[config.mk]
export PLATFORM = sky130hd
export DESIGN_NAME = lru_page_replacement
export DESIGN_NICKNAME = d
export VERILOG_FILES = /design/src/sv/lrupr_pkg.sv /design/src/sv/lru_page_replacement.sv /design/src/sv/lrupr_cell.sv
export SDC_FILE = /design/constraint.sdc
export NUM_CORES = 1
export LEC_CHECK = 0
export BUFFER_PORTS_ARGS = -buffer_cell sky130_fd_sc_hd__buf_2
export CAP_MARGIN = 30
export CORE_MARGIN = 2
export CORE_UTILIZATION = 37
export DETAILED_ROUTE_END_ITERATION = 10
export HOLD_SLACK_MARGIN = 0.08
export RECOVER_POWER = 100
export SLEW_MARGIN = 20
export SYNTH_ARGS = -nofsm -noshare
export SYNTH_HDL_FRONTEND = slang
export SYNTH_SLANG_ARGS = --single-unit
[constraint.sdc]
create_clock -name clk -period 11.3 [get_ports clk]
set_input_delay 0.565 -clock clk [delete_from_list [all_inputs] [get_ports clk]]
set_output_delay 0.565 -clock clk [all_outputs]
set_load 0.03 [all_outputs]
[src/sv/lrupr_pkg.sv]
// Shared types and constants for the LRU page replacement block.
package lrupr_pkg;

  // Fixed field widths of the transaction payloads
  localparam int PAGE_FIELD_W  = 16;
  localparam int COUNT_W       = 32;
  localparam int LIMIT_W       = 6;

  // Defaults for the top-level parameters
  localparam int MAX_FRAMES_DEF = 32;
  localparam int PAGE_BITS_DEF  = 16;

  // Frame limit after reset
  localparam logic [LIMIT_W-1:0] FRAME_LIMIT_RST = 6'd32;

  // Saturation value of the fault counter
  localparam logic [COUNT_W-1:0] COUNT_MAX = '1;

  typedef struct packed {
    logic [PAGE_FIELD_W-1:0] page_number;
    logic                    first_of_run;
  } lrupr_req_t;

  typedef struct packed {
    logic                    hit;
    logic [COUNT_W-1:0]      fault_count;
    logic                    evicted_valid;
    logic [PAGE_FIELD_W-1:0] evicted_page;
  } lrupr_rsp_t;

  // Control broadcast to every cell of the stack
  typedef struct packed {
    logic upd;         // update cycle of a transaction
    logic found;       // the key is resident somewhere in the stack
    logic miss_shift;  // miss that pushes the key in at the front
  } lrupr_cell_ctrl_t;

endpackage

[src/sv/lru_page_replacement.sv]
// Top level of the LRU page replacement block: control, counters and cell row.
//
//  channel  signals                 accepted when
//  -------  ----------------------  ---------------------------------
//  input    start, busy, req        rising edge with start=1, busy=0
//  result   done, rsp               rising edge ending the done cycle
//  config   cfg_we, cfg_data        rising edge with cfg_we=1
//
// In each transaction the accept edge latches the request,
// the next edge compares the key in every cell, shifts the row and
// registers the result, with done high in the cycle after.
// busy is high for the one cycle between accept and update.
// The result cannot be stalled; a new request may be taken while done is high.
// Synchronous reset clears the control state and sets frame_limit to 32.
module lru_page_replacement
  import lrupr_pkg::*;
#(
  parameter int MAX_FRAMES = MAX_FRAMES_DEF,
  parameter int PAGE_BITS  = PAGE_BITS_DEF
) (
  input  logic               clk,
  input  logic               rst,
  input  logic               start,
  output logic               busy,
  input  lrupr_req_t         req,
  output logic               done,
  output lrupr_rsp_t         rsp,
  input  logic               cfg_we,
  input  logic [LIMIT_W-1:0] cfg_data
);

  localparam int OCC_W = $clog2(MAX_FRAMES + 1);
  localparam int IDX_W = (MAX_FRAMES > 1) ? $clog2(MAX_FRAMES) : 1;
  localparam int CMP_W = (OCC_W > LIMIT_W) ? OCC_W : LIMIT_W;

  // Registers
  logic                 pend;
  logic [PAGE_BITS-1:0] key;
  logic                 first_q;
  logic [OCC_W-1:0]     occ;
  logic [COUNT_W-1:0]   faults;
  logic [LIMIT_W-1:0]   frame_limit;

  // Cell row wiring
  logic [PAGE_BITS-1:0] pages [MAX_FRAMES];
  logic [PAGE_BITS-1:0] lefts [MAX_FRAMES];
  logic                 seen  [MAX_FRAMES+1];
  lrupr_cell_ctrl_t     ctrl;

  logic [OCC_W-1:0]     occ_eff;
  logic [COUNT_W-1:0]   fault_base;
  logic [COUNT_W-1:0]   fault_new;
  logic [CMP_W-1:0]     lim;
  logic                 found;
  logic                 insert;
  logic                 evict;
  logic [OCC_W-1:0]     top;
  logic [OCC_W-1:0]     occ_last;
  logic [PAGE_BITS-1:0] victim;
  logic [OCC_W-1:0]     occ_next;
  lrupr_rsp_t           rsp_next;

  assign busy = pend;

  // Start of run drops the old stack and count
  assign occ_eff    = first_q ? '0 : occ;
  assign fault_base = first_q ? '0 : faults;

  // Limit above the row size acts as the row size
  assign lim = (CMP_W'(frame_limit) > CMP_W'(MAX_FRAMES)) ?
               CMP_W'(MAX_FRAMES) : CMP_W'(frame_limit);

  assign seen[0] = 1'b0;
  assign found   = seen[MAX_FRAMES];

  assign insert   = !found && (CMP_W'(occ_eff) < lim);
  assign evict    = !found && !insert;
  assign occ_last = occ_eff - OCC_W'(1);
  assign top      = insert ? occ_eff : occ_last;

  assign ctrl.upd        = pend;
  assign ctrl.found      = found;
  assign ctrl.miss_shift = !found && (insert || (occ_eff != '0));

  // Least recent resident page; empty stack evicts the key itself
  assign victim = (occ_eff == '0) ? key : pages[occ_last[IDX_W-1:0]];

  assign fault_new = found ? fault_base :
                     ((fault_base == COUNT_MAX) ? fault_base : fault_base + COUNT_W'(1));
  assign occ_next  = insert ? occ_eff + OCC_W'(1) : occ_eff;

  always_comb begin
    rsp_next.hit           = found;
    rsp_next.fault_count   = fault_new;
    rsp_next.evicted_valid = evict;
    rsp_next.evicted_page  = evict ? PAGE_FIELD_W'(victim) : '0;
  end

  // Row of cells, front is most recent
  for (genvar i = 0; i < MAX_FRAMES; i++) begin : g_cell
    if (i == 0) begin : g_front
      assign lefts[i] = key;
    end else begin : g_rest
      assign lefts[i] = pages[i-1];
    end

    lrupr_cell #(
      .PAGE_BITS (PAGE_BITS),
      .OCC_W     (OCC_W),
      .IDX       (i)
    ) u_cell (
      .clk       (clk),
      .ctrl      (ctrl),
      .occ       (occ_eff),
      .top       (top),
      .key       (key),
      .left_page (lefts[i]),
      .seen_in   (seen[i]),
      .page      (pages[i]),
      .seen_out  (seen[i+1])
    );
  end

  // Control state
  always_ff @(posedge clk) begin
    if (rst) begin
      pend        <= 1'b0;
      done        <= 1'b0;
      occ         <= '0;
      faults      <= '0;
      frame_limit <= FRAME_LIMIT_RST;
    end else begin
      pend <= start && !pend;
      done <= pend;
      if (pend) begin
        occ    <= occ_next;
        faults <= fault_new;
      end
      if (cfg_we) begin
        frame_limit <= cfg_data;
      end
    end
  end

  // Request and result payload
  always_ff @(posedge clk) begin
    if (start && !pend) begin
      key     <= PAGE_BITS'(req.page_number);
      first_q <= req.first_of_run;
    end
    if (pend) begin
      rsp <= rsp_next;
    end
  end

endmodule

[src/sv/lrupr_cell.sv]
// One position of the recency stack: holds a page, compares and shifts.
module lrupr_cell
  import lrupr_pkg::*;
#(
  parameter int PAGE_BITS = PAGE_BITS_DEF,
  parameter int OCC_W     = 6,
  parameter int IDX       = 0
) (
  input  logic                 clk,
  input  lrupr_cell_ctrl_t     ctrl,
  input  logic [OCC_W-1:0]     occ,       // resident pages at start of access
  input  logic [OCC_W-1:0]     top,       // last position that takes a shift
  input  logic [PAGE_BITS-1:0] key,
  input  logic [PAGE_BITS-1:0] left_page, // neighbor toward the front
  input  logic                 seen_in,   // match in a cell toward the front
  output logic [PAGE_BITS-1:0] page,
  output logic                 seen_out
);

  localparam logic [OCC_W-1:0] MY_IDX = OCC_W'(IDX);

  logic valid;
  logic match;
  logic shift;

  // Occupied positions are the front occ entries
  assign valid    = MY_IDX < occ;
  assign match    = valid && (page == key);
  assign seen_out = seen_in | match;

  // Hit: cells up to the match shift; miss: cells up to top shift
  always_comb begin
    if (ctrl.found) begin
      shift = ctrl.upd && !seen_in;
    end else begin
      shift = ctrl.upd && ctrl.miss_shift && (MY_IDX <= top);
    end
  end

  always_ff @(posedge clk) begin
    if (shift) begin
      page <= left_page;
    end
  end

endmodule

# Word-level counts from Yosys, hierarchy flattened
# Index checks and enable logic that the tools add are counted.
# word_totals
reg_bits	625
latchBits	0
ramBits	0
mem_bits_ro	0
in_bits	27
n_memories	0
# op_classes
n_addsub	3
n_mul	0
div	0
order_cmp	67
eq_ne	33
shifts	0
muxes	43
bitwise_logic	32
reduce_logical	137
# op_table
cell	count
$eq 16x16->1	32
$logic_and 1x1->1	100
$le 5x6->1 const A	16
$lt 5x6->1 const A	16
$mux 32	3
$bmux 16 s5	1
$le 4x6->1 const A	8
$lt 4x6->1 const A	8
$mux 16	3
$logic_not 1->1	34
$add 32x1->32 const B	1
$eq 32x32->1 const B	1
$mux 1	32
$or 1x1->1	31
$le 3x6->1 const A	4
$lt 3x6->1 const A	4
$mux 6	4
$le 1x6->1 const A	2
$le 2x6->1 const A	2
$lt 1x6->1 const A	2
$lt 2x6->1 const A	2
$add 6x1->6 const B	1
$ge 6x6->1 const B	1
$gt 6x6->1 const B	1
other kinds (6)	6

# Depth between registers and ports, before layout
# Gate-level depths: netlist (run 1).
# logic_depth
depth_word	41
depth_mapped	20

# By module
# Synthesis (run 1) repeated with hierarchy kept, for this count alone.
# hier_totals
hier_cells	2257
area_unflattened_um2	31930.6
# modules_own_cells
module	instances	cells_per_inst	area_per_inst_um2	seq_area_each_um2
lru_page_replacement	1	851	9396.5	2932.8
lrupr_cell (g_cell[12].u_cell ...)	4	45	701.9	480.5
lrupr_cell (g_cell[27].u_cell ...)	3	44	700.7	480.5
lrupr_cell (g_cell[11].u_cell ...)	2	44	711.9	480.5
lrupr_cell (g_cell[28].u_cell ...)	2	44	709.4	480.5
lrupr_cell (g_cell[17].u_cell ...)	2	44	703.2	480.5
lrupr_cell (g_cell[14].u_cell ...)	2	44	701.9	480.5
lrupr_cell (g_cell[16].u_cell ...)	2	43	693.2	480.5
lrupr_cell (g_cell[20].u_cell)	1	45	729.4	480.5
lrupr_cell (g_cell[21].u_cell)	1	46	716.9	480.5
lrupr_cell (g_cell[5].u_cell)	1	44	716.9	480.5
lrupr_cell (g_cell[10].u_cell)	1	44	710.7	480.5
lrupr_cell (g_cell[22].u_cell)	1	45	710.7	480.5
lrupr_cell (g_cell[13].u_cell)	1	43	706.9	480.5
9 more rows	-	-	-	-

# Worst setup path before layout (run 1)
# OpenSTA, ideal clock, no wires.
# synth_path
path_kind	flip-flop to flip-flop
startpoint	register first_q
endpoint	register g_cell[17].u_cell.page[0], enable pin
setup_ps	411
arrival_ps	5208
required_ps	10889
slack_ps	5680
path_stages_with_launch	20
n_path_buf	6
synth_period_minus_slack_ps	5620
cell_sequence	edfxtp_1 > buf_4 > nor2b_1 > clkbuf_1 > inv_2 > clkbuf_1 > clkbuf_1 > ha_1 > clkbuf_1 > nand4b_1 > nand4_1 > o22ai_1 > nor4_4 > nand3_4 > or4_4 > buf_6 > mux2i_1 > a31oi_1 > nor3_1 > o21ai_0
# synth_via
elab_chain_cells	41
elab_cells_between_ends	110
# synth_lines
item	line_no	source
start: declaration	lru_page_replacement.sv:39	logic first_q;
start signal: assignment	lru_page_replacement.sv:149	first_q <= req.first_of_run;
$mux 6 (*)	lru_page_replacement.sv:66	assign occ_eff = first_q ? '0 : occ;
branches (longest 39 deep; another with $lt 1x6->1)	-	
$mux 1 (*)	lrupr_cell.sv:33	if (ctrl.found) begin
via g_cell[17].u_cell.shift	lrupr_cell.sv:24	logic shift;
end signal: assignment	lrupr_cell.sv:42	page <= left_page;
end: declaration	lrupr_cell.sv:16	output logic [PAGE_BITS-1:0] page,
# Mark *: on every way through the listed nets, which the timed path passes.
# A chain may end at the register's enable or synchronous reset.

# Worst setup path after layout (run 1)
# layout_path
startpoint	register key[10]
endpoint	register faults[27]
# layout_via
elab_chain_cells	34
elab_cells_between_ends	96
# layout_lines
item	line_no	source
start: declaration	lru_page_replacement.sv:38	logic [PAGE_BITS-1:0] key;
start signal: assignment	lru_page_replacement.sv:148	key <= PAGE_BITS'(req.page_number);
$eq 16x16->1	lrupr_cell.sv:28	assign match = valid && (page == key);
$logic_and 1x1->1	lrupr_cell.sv:28	
$or 1x1->1 (30 in series)	lrupr_cell.sv:29	assign seen_out = seen_in | match;
$or 1x1->1 (*)	lrupr_cell.sv:29	
via found	lru_page_replacement.sv:54	logic found;
$mux 32 (*)	lru_page_replacement.sv:88	assign fault_new = found ? fault_base :
end signal: assignment	lru_page_replacement.sv:137	faults <= fault_new;
end: declaration	lru_page_replacement.sv:41	logic [COUNT_W-1:0] faults;
# The timed path passes the listed nets; every way through them passes the cells marked *.

==> results of run 1 <==
## cell usage after synthesis, types with 28 or more instances
library cell and instances:
nand4_1 80, nor4_1 104, o21ai_0 37, a211oi_1 130
xor2_1 326, buf_6 28, a311oi_1 65, clkbuf_1 94
nor3_1 49, nor2b_1 81, dfxtp_1 46, nand2_1 223
nor2_1 119, mux4_2 64, a21oi_1 102, nand3_1 51
xnor2_1 216, edfxtp_1 579
## routing by layer
metal | global-route usage [%] | part of all wire, %
met1 | 34.0 | 41
met2 | 38.6 | 45
met3 | 5.32 | 10
met4 | 8.57 | 3.8
met5 | 0 | 0.014
## cells in the final DEF (no fill, tap or decap), types with 52 or more instances in the layout
cell type,instances
xor2_1,326
nand2_1,223
a21oi_1,102
nand4_1,80
a211oi_1,130
nor2b_1,79
nand3_1,52
a311oi_1,66
clkbuf_1,114
xnor2_1,215
edfxtp_1,579
clkbuf_16,72
nor2_1,118
nor4_1,105
mux4_2,64
## per-stage QoR
step	setup WS [ns]	hold WS, ns	total power, W
2_1_floorplan	5.68	0.421	0.00302
3_3_place_gp	4.74	0.468	0.00319
3_5_place_dp	4.62	0.475	0.00320
4_1_cts	4.60	0.0863	0.00549
5_1_grt	2.20	0.0957	0.00562
6_report	2.62	0.116	0.00547
## worst paths after layout
kind / from / to
setup / recovery: key[10] / faults[27]
hold / removal: req[5] / key[4]
setup reg to reg: key[10] / faults[27]
hold reg to reg: g_cell[30].u_cell.page[4] / g_cell[31].u_cell.page[4]
## flip-flops by register name (all words and copies together), names as in the netlist
| register | flops |
|---|---|
| rsp | 50 |
| faults | 32 |
| frame_limit | 6 |
| occ | 6 |
| busy | 1 |
| g_cell.u_cell.page | 512 |
| first_q | 1 |
| done | 1 |
| key | 16 |
## worst reg2reg max path: cells and delay by family, from the launching register on
| family | cells | cell delay (ns) |
|---|---|---|
| simple gates | 7 | 3.93 |
| buf+inv | 2 | 3.27 |
| compound gates | 3 | 0.49 |
| flops | 1 | 0.33 |
| xor+xnor | 1 | 0.59 |
## power breakdown
part           leakage, nW  switching (W)  internal (W)
Combinational         4.92       0.000372      0.000167
Sequential            5.65      0.0000551       0.00257
Clock                 1.10       0.000950       0.00135
## kinds of logic (layout without fill, tap and decap cells)
kind of cell	count (synthesis)	after routing	share of synthesized area (%)
AO/OA/AOI/OAI	434	434	9.09
AND/OR/NAND/NOR	851	851	13.7
multiplexers	75	75	4.62
XOR/XNOR	544	544	14.2
adder cells (fa/ha/maj)	7	7	0.260
flip-flops	625	625	54.4
buffers and inverters	208	298	3.73
## area by class of cell
cell class              count  area [µm²]  share of cell area, %
clock buffers              88        1860                   5.03
clock inverters            36         398                   1.08
inverters                  20        82.6                  0.223
multi-input cells        1911       14100                   38.0
repair buffers            154         811                   2.19
well taps                1176        1470                   3.98
flip-flops and latches    625       18300                   49.5
==> results.toml, run 1 <==
[placed_design]
placed_area_mm2 = 0.0349
dp_hpwl_um = 83100
gp_congestion = 0.966
io_buffer_count = 78
dp.cells = 3879

[cts]
clock-sinks = 625
htreeDepth = 3
cts_resized = 0
clk_path_buf_depth = 3
tritoncts = "done"
cts_buffers = 70
cts_root_buf = "clkbuf_16"
hold_buffers = 0
clk-insertion-delay-late_ns = 0.63
post_cts_buffers = 0
clk_pin_slew_worst_paths_ns = 0.06

[floorplan]
pin_count = 79
die-area_mm2 = 0.0933
num_rows = 110
die_w_um = 306
core_area_mm2 = 0.0900
start_util_pct = 37.4
die_y_um = 306

[worst_setup_path]
critPathBufInv = 2
cp_top_family = "simple AND/OR/NAND/NOR gates"
path_depth = 13
worstSetupPathType = "reg2reg"
reg2reg_depth = 13
cp-start-kind = "flop"
rrSetupSlack_ns = 2.62
max_stage_delay_ns = 2.64
arrival_ns = 9.21
cp_data_required_time_ns = 11.84
path_max_fanout = 34
slowest_stage = "clkbuf_1"
crit_path_frequent_cell = "or4_1"
end_kind = "flop"
crit_path_cell_trace = "clkbuf_1, xnor2_1, o211ai_1, or4_1, o22ai_1, nor4_1, nand3_4, nor3_1, inv_1, nor2_1, nand4_1, or4_1, o21ai_0"

[run]
cap_violations = 17

[synth]
synth_nets = 2778
yosysSeqAreaShare_pct = 54.4
syn_area_mm2 = 0.0336
netlist.top_cell.by_area = "edfxtp_1"
yosysTopAreaCellShare_pct = 51.7
avgSynthCellArea_um2 = 12.3
async_flop_share_pct = 0
syn_inst = 2744
synth_warnings = 0
synth-seq-cells = 625
synth_cell_types = 96
synthTopCellsByArea = "edfxtp_1, xor2_1, xnor2_1"
synthFlopType = "edfxtp_1"
synth_edf_count = 579

[timing]
slew_viol_final = 440
period_share_pct = 76.8
max_slew.worst_pin.slew_ns = 3.80
rsz0062_at_grt = "false"
fin_worst_skew_ns = 0.0278
setup_violations = 0
relSlewSlack_pct = -153
hold_violations = 0
fmax_mhz = 115
fin_crit_ns = 8.68
finalSetupTns_ns = 0

[grt]
grt-ovfl-total = 0
antenna_found_initial = 2
grt_pass1_wl_um = 169000
grt_max_degree = 81
grt_pass1_vias = 23900
grt_usage_pct = 24.7

[detailed_routing]
drt_iter0_markers = 3239
ant_nets = 0
via_count = 24600
firstDrtPassIters = 6
via_per_inst = 6.14
wirelength_um = 118000
drc = 0
wl_per_cell_um = 29.3

[pwr]
leakagePower_nw = 11.7
p_per_area_mw_per_mm2 = 148
ir_worst_vdd_uv = 112

[finish]
final_cells = 4010
area_delta_synth_final_pct = 10.0
post-route-util_pct = 41.1
n_antenna_cell = 0
final_area_mm2 = 0.0370
drive_gt1_share_pct = 9.21
num-fill-cells = 8488
num-nets-final = 2816

[hold_path]
hold_class = "in2reg"
hold_depth = 1

[status]
violations = "capacitance limit, slew limit"
status = "complete, but fails checks"
Power figures use the tool's default switching activity.
==> inputs of run 2 (changes only) <==
--- a/config.mk
+++ b/config.mk
@@ -5,6 +5,7 @@
 export SDC_FILE = /design/constraint.sdc
 export NUM_CORES = 1
 export LEC_CHECK = 0
+export ABC_AREA = 1
 export BUFFER_PORTS_ARGS = -buffer_cell sky130_fd_sc_hd__buf_2
 export CAP_MARGIN = 30
 export CORE_MARGIN = 2
==> constraint.sdc (replaced) <==
create_clock -name clk -period 8.4 [get_ports clk]
set_input_delay 0.42 -clock clk [delete_from_list [all_inputs] [get_ports clk]]
set_output_delay 0.42 -clock clk [all_outputs]
set_load 0.03 [all_outputs]
==> results.toml, run 2 <==
[status]
status = "complete, but fails checks"
violations = "capacitance limit, slew limit"

[synth]
ys_top_cells_by_count = "nand2_1, edfxtp_1, nor2_1"
yosysTopAreaCellShare_pct = 49.6
synth-simple-area-share_pct = 21.4
synthXorXnorAreaFrac_pct = 7.65
synth_edf_count = 579
synth_top_family_by_area = "simple AND/OR/NAND/NOR gates"
avgSynthCellArea_um2 = 8.71
netlist.top_cell.by_area = "edfxtp_1"
synth_compound_area_share_pct = 11.6
synth.area.mux_share_pct = 0
yosysSeqAreaShare_pct = 52.2
synthTopCellsByArea = "edfxtp_1, nand2_1, nor2_1"
syn_area_mm2 = 0.0351
synth_cell_types = 58
synth_nets = 4058
synth-seq-cells = 625
synthMostInstantiatedCell = "nand2_1"
syn_inst = 4024
synth_warnings = 0
synthFlopType = "edfxtp_1"
async_flop_share_pct = 0
synth_adder_area_share_pct = 0.250

[cts]
cts_buffers = 73
clk-insertion-delay-late_ns = 0.65
htreeDepth = 3
clk_path_buf_depth = 3
hold_buffers = 25
cts_resized = 0
post_cts_buffers = 0
clock-sinks = 625
tritoncts = "done"
cts_root_buf = "clkbuf_16"
clk_pin_slew_worst_paths_ns = 0.06

[placed_design]
gp_congestion = 1.02
io_buffer_count = 78
placed_area_mm2 = 0.0367
dp_hpwl_um = 99100

[timing]
fin_crit_ns = 7.36
fmax_mhz = 136
period_share_pct = 87.6
whs_ns = 0.149
finalSetupTns_ns = 0
slew_viol_final = 403
rsz0062_at_grt = "false"
fin_worst_skew_ns = 0.0307
hold_violations = 0
relSlewSlack_pct = -106
max_slew.worst_pin.slew_ns = 3.09
setup_violations = 0

[worst_setup_path]
worstSetupPathType = "reg2reg"
arrival_ns = 7.61
cp_data_required_time_ns = 8.65
path_max_fanout = 33
end_kind = "flop"
cp-start-kind = "flop"

[grt]
grt-ovfl-total = 0
antenna_found_initial = 6
grt_max_degree = 160
grt_pass1_wl_um = 202000
grt_pass1_vias = 28800
grt_usage_pct = 28.2

[finish]
area_delta_synth_final_pct = 11.8
final_area_mm2 = 0.0392
post-route-util_pct = 41.8
largest_reg_flops = 512
top_register = "g_cell.u_cell.page"
num-fill-cells = 9413
drive_gt1_share_pct = 5.66
largestRegisters = "g_cell.u_cell.page: 512 flops, rsp: 50 flops, faults: 32 flops"
layout_common_cells = "nand2_1, edfxtp_1, nor2_1"
final_common_cell = "nand2_1"
num-nets-final = 4099

[pwr]
ir_worst_vdd_uv = 135
p_per_area_mw_per_mm2 = 197
leakagePower_nw = 15.0

[floorplan]
die-area_mm2 = 0.0972
start_util_pct = 37.4
pin_count = 79
die_w_um = 312
die_y_um = 312
num_rows = 112
core_area_mm2 = 0.0936

[detailed_routing]
wirelength_um = 141000
wl_per_cell_um = 26.2
firstDrtPassIters = 6
via_per_inst = 5.75
drt_iter0_markers = 4566
via_count = 30900
ant_nets = 0
drc = 0

[hold_path]
hold_class = "in2reg"

[run]
cap_violations = 14
## run 2: metrics by stage
stage / setup slack [ns] / power [W] / cells
floorplan: 3.65 / 0.00420 / 4024
global placement: 2.39 / 0.00457 / 5210
detailed placement: 2.28 / 0.00457 / 5216
CTS: 2.22 / 0.00772 / 5369
global route: 0.884 / 0.00792 / 5372
finish: 1.04 / 0.00771 / 5373
## run 2: cell type report
class | count | area (µm²) | area share (%)
Inverter | 397 | 1500 | 3.82
Multi-Input combinational cell | 2792 | 14300 | 36.6
Clock inverter | 36 | 335 | 0.856
Tap cell | 1254 | 1570 | 4.01
Sequential cell | 625 | 18300 | 46.7
Timing Repair Buffer | 176 | 1140 | 2.91
Clock buffer | 92 | 1980 | 5.06
Antenna cell | 1 | 2.50 | 0.00639
## run 2: worst max-delay path: stages (launching register included)
cell and delay [ns]:
edfxtp_1 0.32, clkbuf_1 1.38, clkinv_1 1.18, buf_16 0.43, o22ai_1 0.14, nor2_1 0.06, nand3_1 0.07, nor2_1 0.08
nor2_1 0.26, nand2_1 0.14, nor2_4 0.16, nand4_1 0.22, nor2_4 0.61, nand3_1 0.15, nand2_1 0.19, inv_2 0.07
nand2_2 0.11, inv_2 0.09, nand2_2 0.09, nand3_1 0.14, o31ai_2 0.11, clkbuf_1 0.92
## run 2: kinds of logic after synthesis
group	Yosys count
xor gates and xnor gates	306
buffers and inverters	607
AOI/OAI and AO/OA	704
and+or+nand+nor	1775
DFF	625
adders and majority gates	7
## run 2: final timing paths
check,from,end,slack (ns),depth (start not counted)
setup / recovery,key[14],g_cell[10].u_cell.page[9],1.04,21
setup reg to reg,key[14],g_cell[10].u_cell.page[9],1.04,21
hold reg to reg,g_cell[15].u_cell.page[1],g_cell[16].u_cell.page[1],0.46,0
hold / removal,cfg_we,frame_limit[1],0.15,3
## run 2: power by group
group	internal [W]	switching, W	total (W)
Sequential	0.00350	0.0000914	0.00359
Combinational	0.000253	0.000705	0.000958
Clock	0.00180	0.00136	0.00316
Total	0.00556	0.00216	0.00771
## run 2: layer usage
layer  vias to the layer above  track usage [%]  wire [µm]
met2                      2063             42.6      60600
met1                     14700             38.0      55400
met4                         4             15.1       8800
met5                         -                0         27
met3                       443             5.89      16000
li1                      13700                -          -
